File: src/mhpq_pkg.sv
`default_nettype none

package mhpq_pkg;

    localparam int KEY_W = 32;
    localparam int CNT_W = 7;

    localparam logic signed [KEY_W-1:0] INT_MAX = 32'sh7FFF_FFFF;

    localparam logic [CNT_W-1:0] LIMIT_RESET = 7'd64;

    localparam logic CMD_INSERT  = 1'b0;
    localparam logic CMD_EXTRACT = 1'b1;

    typedef enum logic [1:0] {
        ST_DONE  = 2'd0,
        ST_FULL  = 2'd1,
        ST_EMPTY = 2'd2
    } status_t;

    // Operation broadcast to every cell of the sorted chain.
    typedef struct packed {
        logic                    ins;
        logic                    ext;
        logic signed [KEY_W-1:0] key;
    } op_t;

endpackage

`default_nettype wire

File: src/mhpq_cell.sv
`default_nettype none

module mhpq_cell (
    input  wire logic                            aclk,
    input  wire mhpq_pkg::op_t                   op,
    input  wire logic                            in_range,
    input  wire logic                            at_tail,
    input  wire logic                            left_gt,
    input  wire logic signed [mhpq_pkg::KEY_W-1:0] left_key,
    input  wire logic signed [mhpq_pkg::KEY_W-1:0] right_key,
    output logic                                 gt,
    output logic signed [mhpq_pkg::KEY_W-1:0]    key
);

    logic signed [mhpq_pkg::KEY_W-1:0] key_reg;
    logic signed [mhpq_pkg::KEY_W-1:0] key_next;

    // The chain is kept sorted, so the cells holding larger keys form one run.
    assign gt  = in_range && (key_reg > op.key);
    assign key = key_reg;

    always_comb begin
        key_next = key_reg;
        if (op.ins && (gt || at_tail)) begin
            // The first larger cell takes the new key; the rest take from the left.
            key_next = left_gt ? left_key : op.key;
        end else if (op.ext) begin
            key_next = right_key;
        end
    end

    always_ff @(posedge aclk) begin
        key_reg <= key_next;
    end

endmodule

`default_nettype wire

File: config.mk
export PLATFORM = sky130hd
export DESIGN_NAME = mhpq_cell
export DESIGN_NICKNAME = d
export VERILOG_FILES = /design/src/mhpq_pkg.sv /design/src/mhpq_cell.sv
export SDC_FILE = /design/constraint.sdc
export NUM_CORES = 1
export LEC_CHECK = 0
export BUFFER_PORTS_ARGS = -buffer_cell sky130_fd_sc_hd__buf_4
export CAP_MARGIN = 20
export CORE_MARGIN = 4
export CORE_UTILIZATION = 47
export DETAILED_ROUTE_END_ITERATION = 10
export GPL_TIMING_DRIVEN = 0
export PLACE_DENSITY = 0.82
export SLEW_MARGIN = 20
export SYNTH_ARGS = -nofsm -noshare
export SYNTH_HDL_FRONTEND = slang
export SYNTH_SLANG_ARGS = --single-unit
export TNS_END_PERCENT = 100
File: constraint.sdc
create_clock -name aclk -period 3.8 [get_ports aclk]
set_input_delay 0.19 -clock aclk [delete_from_list [all_inputs] [get_ports aclk]]
set_output_delay 0.19 -clock aclk [all_outputs]
set_load 0.005 [all_outputs]
==> reports/results.ini <==
[clock_tree]
clock_sinks=32
cts_tree=done
holdBufCountCts=0
htreeDepth=2
post_cts_buffers=0
root_buffer=clkbuf_8
clk_pin_slew_ns=0.07
insertion_delay_ns=0.28
cts_buffer_depth=2
cts_buffers=5
postCtsResizedCells=0

[power_and_ir_drop]
power.density_nw_per_um2=319.0
leakage_nw=1.943
p_total_mw=1.228
irDropWorstVdd_uv=209.4

[logic_synthesis]
synth_cells=260
yosysWarnings=0
synth_edf_count=32
ys_seq_area_share_pct=35.80
yosysTopAreaCell=edfxtp_1
synth-seq-cells=32
synth.top_cell.area_share_pct=35.80
synth_fp_nets=394
synth_ff_type=edfxtp_1
async_reset_ff_share_pct=0
syn_area_um2=2684
ys_top_cells_by_area=edfxtp_1 (36%), mux2_4 (17%), ha_1 (15%)
synth_cell_type_count=34
synth_area_per_cell_um2=10.32

[finish]
largest_register_ffs=32
drive_gt1_share_pct=45.00
fin_nets=534
diodes=0
regArea_um2=960.9
n_fill_cell=447
post-route-util_pct=69.92
synthToLayoutAreaGrowth_pct=43.45
multi_input_area_um2=1543

[setup_path]
worstRegToRegCells=7
cp.required_ns=3.71
critPathArrivalTime_ns=3.19
cpLargestDelayFamily=simple AND/OR/NAND/NOR gates
slowest_stage=or3_2
r2r_setup_slack_ns=0.52
setup.worst_path.class=reg -> reg
r2r-start=key[13]$_DFFE_PP_
path_cells=ha_1 -> nand4_1 -> or4_1 -> o21a_1 -> and3_1 -> a22o_1 -> or3_2
worst-path-max-fanout=32
r2r_end=key[3]$_DFFE_PP_
endpoint_kind=flop
crit_buf_inv=0
crit_path_max_incr_delay_ns=0.78
critPathLaunch=key[13]$_DFFE_PP_
startpoint_type=flop

[sta]
rsz0062_at_grt=no
fin_skew_ns=0.006466
timing.final.crit_share_pct=86.34
tightest_slew_ns=0.7636
hold_slack_ns=0.1906
relSlewSlack_pct=49.09
setup_tns_ns=0
fin_crit_ns=3.281
max_freq_mhz=304.8
slew_violations=0
setup_viol=0
finalHoldViolCount=0

[placed_design]
place.detailed.hpwl_mm=6.233
numPortBuffers=133
gp_congestion=0.8149

[die]
die_width_um=83.57
ios=135
core_um2=5507
dieArea_um2=6983
dieHeight_um=83.57
std_cell_rows=27
start_util_pct=48.74

[global_route]
grt-ovfl-total=0
antenna_found_initial=0
grt_pass1_vias=2586
grt_max_degree=33
grt_pass1_wl_mm=12.12
grt_util_all_layers_pct=21.73

[route]
wire_per_inst_um=16.26
vias_per_cell=5.229
firstDrtPassIters=4
wirelength_mm=7.674
drc=0
dr.first_iter.drc_count=54
vias=2468
antenna_left=0

[min_path]
hold_depth=2
min_from=right_key[0]
holdCritPathClass=in -> reg
whs_endpoint=key[0]$_DFFE_PP_

[run_status]
status=finished, final reports clean

[job]
maxCapViolCount=0

-- per-layer routing --
metal	global-route usage (%)	share of wire, %	vias to the layer above
met1	24.37	41	1150
li1	-	-	1217
met2	39.12	51	86
met4	7.749	2.0	0
met3	6.022	6.5	15
met5	0	0	-
-- cells in the mapped netlist (2+ instances only) --
cell type,instances
a211oi_1,2
a21o_1,2
a21oi_1,14
buf_6,3
clkbuf_1,7
edfxtp_1,32
ha_1,32
inv_1,32
mux2_1,2
mux2_4,30
nand2_1,36
nand3_1,5
nand4_1,6
nor2_1,2
nor3_1,2
o211ai_1,2
o21ai_0,34
-- area by class of cell --
| class | count | area share (%) |
|---|---|---|
| Buffer | 10 | 1.560 |
| Clock inverter | 1 | 0.1300 |
| Multi-Input combinational cell | 186 | 40.07 |
| Sequential cell | 32 | 24.96 |
| Tap cell | 72 | 2.340 |
| Clock buffer | 6 | 1.885 |
| Inverter | 32 | 3.120 |
| Timing Repair Buffer | 133 | 25.93 |
-- per-stage QoR --
| step | setup WS, ns | area, um2 | cells |
|---|---|---|---|
| after floorplan | 0.7834 | 2684 | 260 |
| after global placement | 0.5245 | 3772 | 465 |
| after detailed placement | 0.5119 | 3772 | 465 |
| after CTS | 0.4935 | 3850 | 472 |
| after global routing | 0.3403 | 3850 | 472 |
| final | 0.5190 | 3850 | 472 |
-- cells in the final DEF, fill, tap and decap left out, drive strengths merged --
| cell | n |
|---|---|
| nor4b | 1 |
| o21ba | 1 |
| inv | 32 |
| or3 | 1 |
| nor2b | 1 |
| mux2 | 33 |
| a21o | 2 |
| o211ai | 2 |
| clkinv | 1 |
| and3 | 1 |
| or4 | 2 |
| o21ai | 34 |
| ha | 32 |
| nand4 | 8 |
| edfxtp | 32 |
| a22oi | 1 |
| a21boi | 1 |
| nor2 | 3 |
| a211oi | 2 |
| nand2 | 36 |
| nor3 | 2 |
| o32ai | 1 |
| nand3 | 5 |
| clkbuf | 13 |
| nand3b | 1 |
| buf | 136 |
| a22o | 1 |
| o21a | 1 |
| a21oi | 14 |
-- cells by family (layout without fill, tap and decap cells) --
kind of cell | after synthesis | count (layout) | share of synthesized area, %
flip-flops | 32 | 32 | 35.80
adder cells (fa/ha/maj) | 32 | 32 | 14.92
AND/OR/NAND/NOR | 61 | 61 | 11.75
AO/OA/AOI/OAI | 60 | 60 | 12.77
multiplexers | 33 | 33 | 18.04
buffers and inverters | 42 | 182 | 6.714
-- worst max path at each step --
stage / endpoint / slack (ns) / cells after the start
6_report: key[3]$_DFFE_PP_ / 0.52 / 7
3_5_place_dp: key[5]$_DFFE_PP_ / 0.51 / 7
4_1_cts: key[5]$_DFFE_PP_ / 0.49 / 7
2_1_floorplan: key[0]$_DFFE_PP_ / 0.78 / 7
5_1_grt: key[5]$_DFFE_PP_ / 0.34 / 7
3_3_place_gp: key[5]$_DFFE_PP_ / 0.52 / 7
-- power breakdown --
part	internal, mW	switching, mW	leakage (nW)
clock network	0.124	0.127	0.0410
logic	0.280	0.209	1.58
registers	0.457	0.0305	0.324
(Power assumes the default switching activity.)
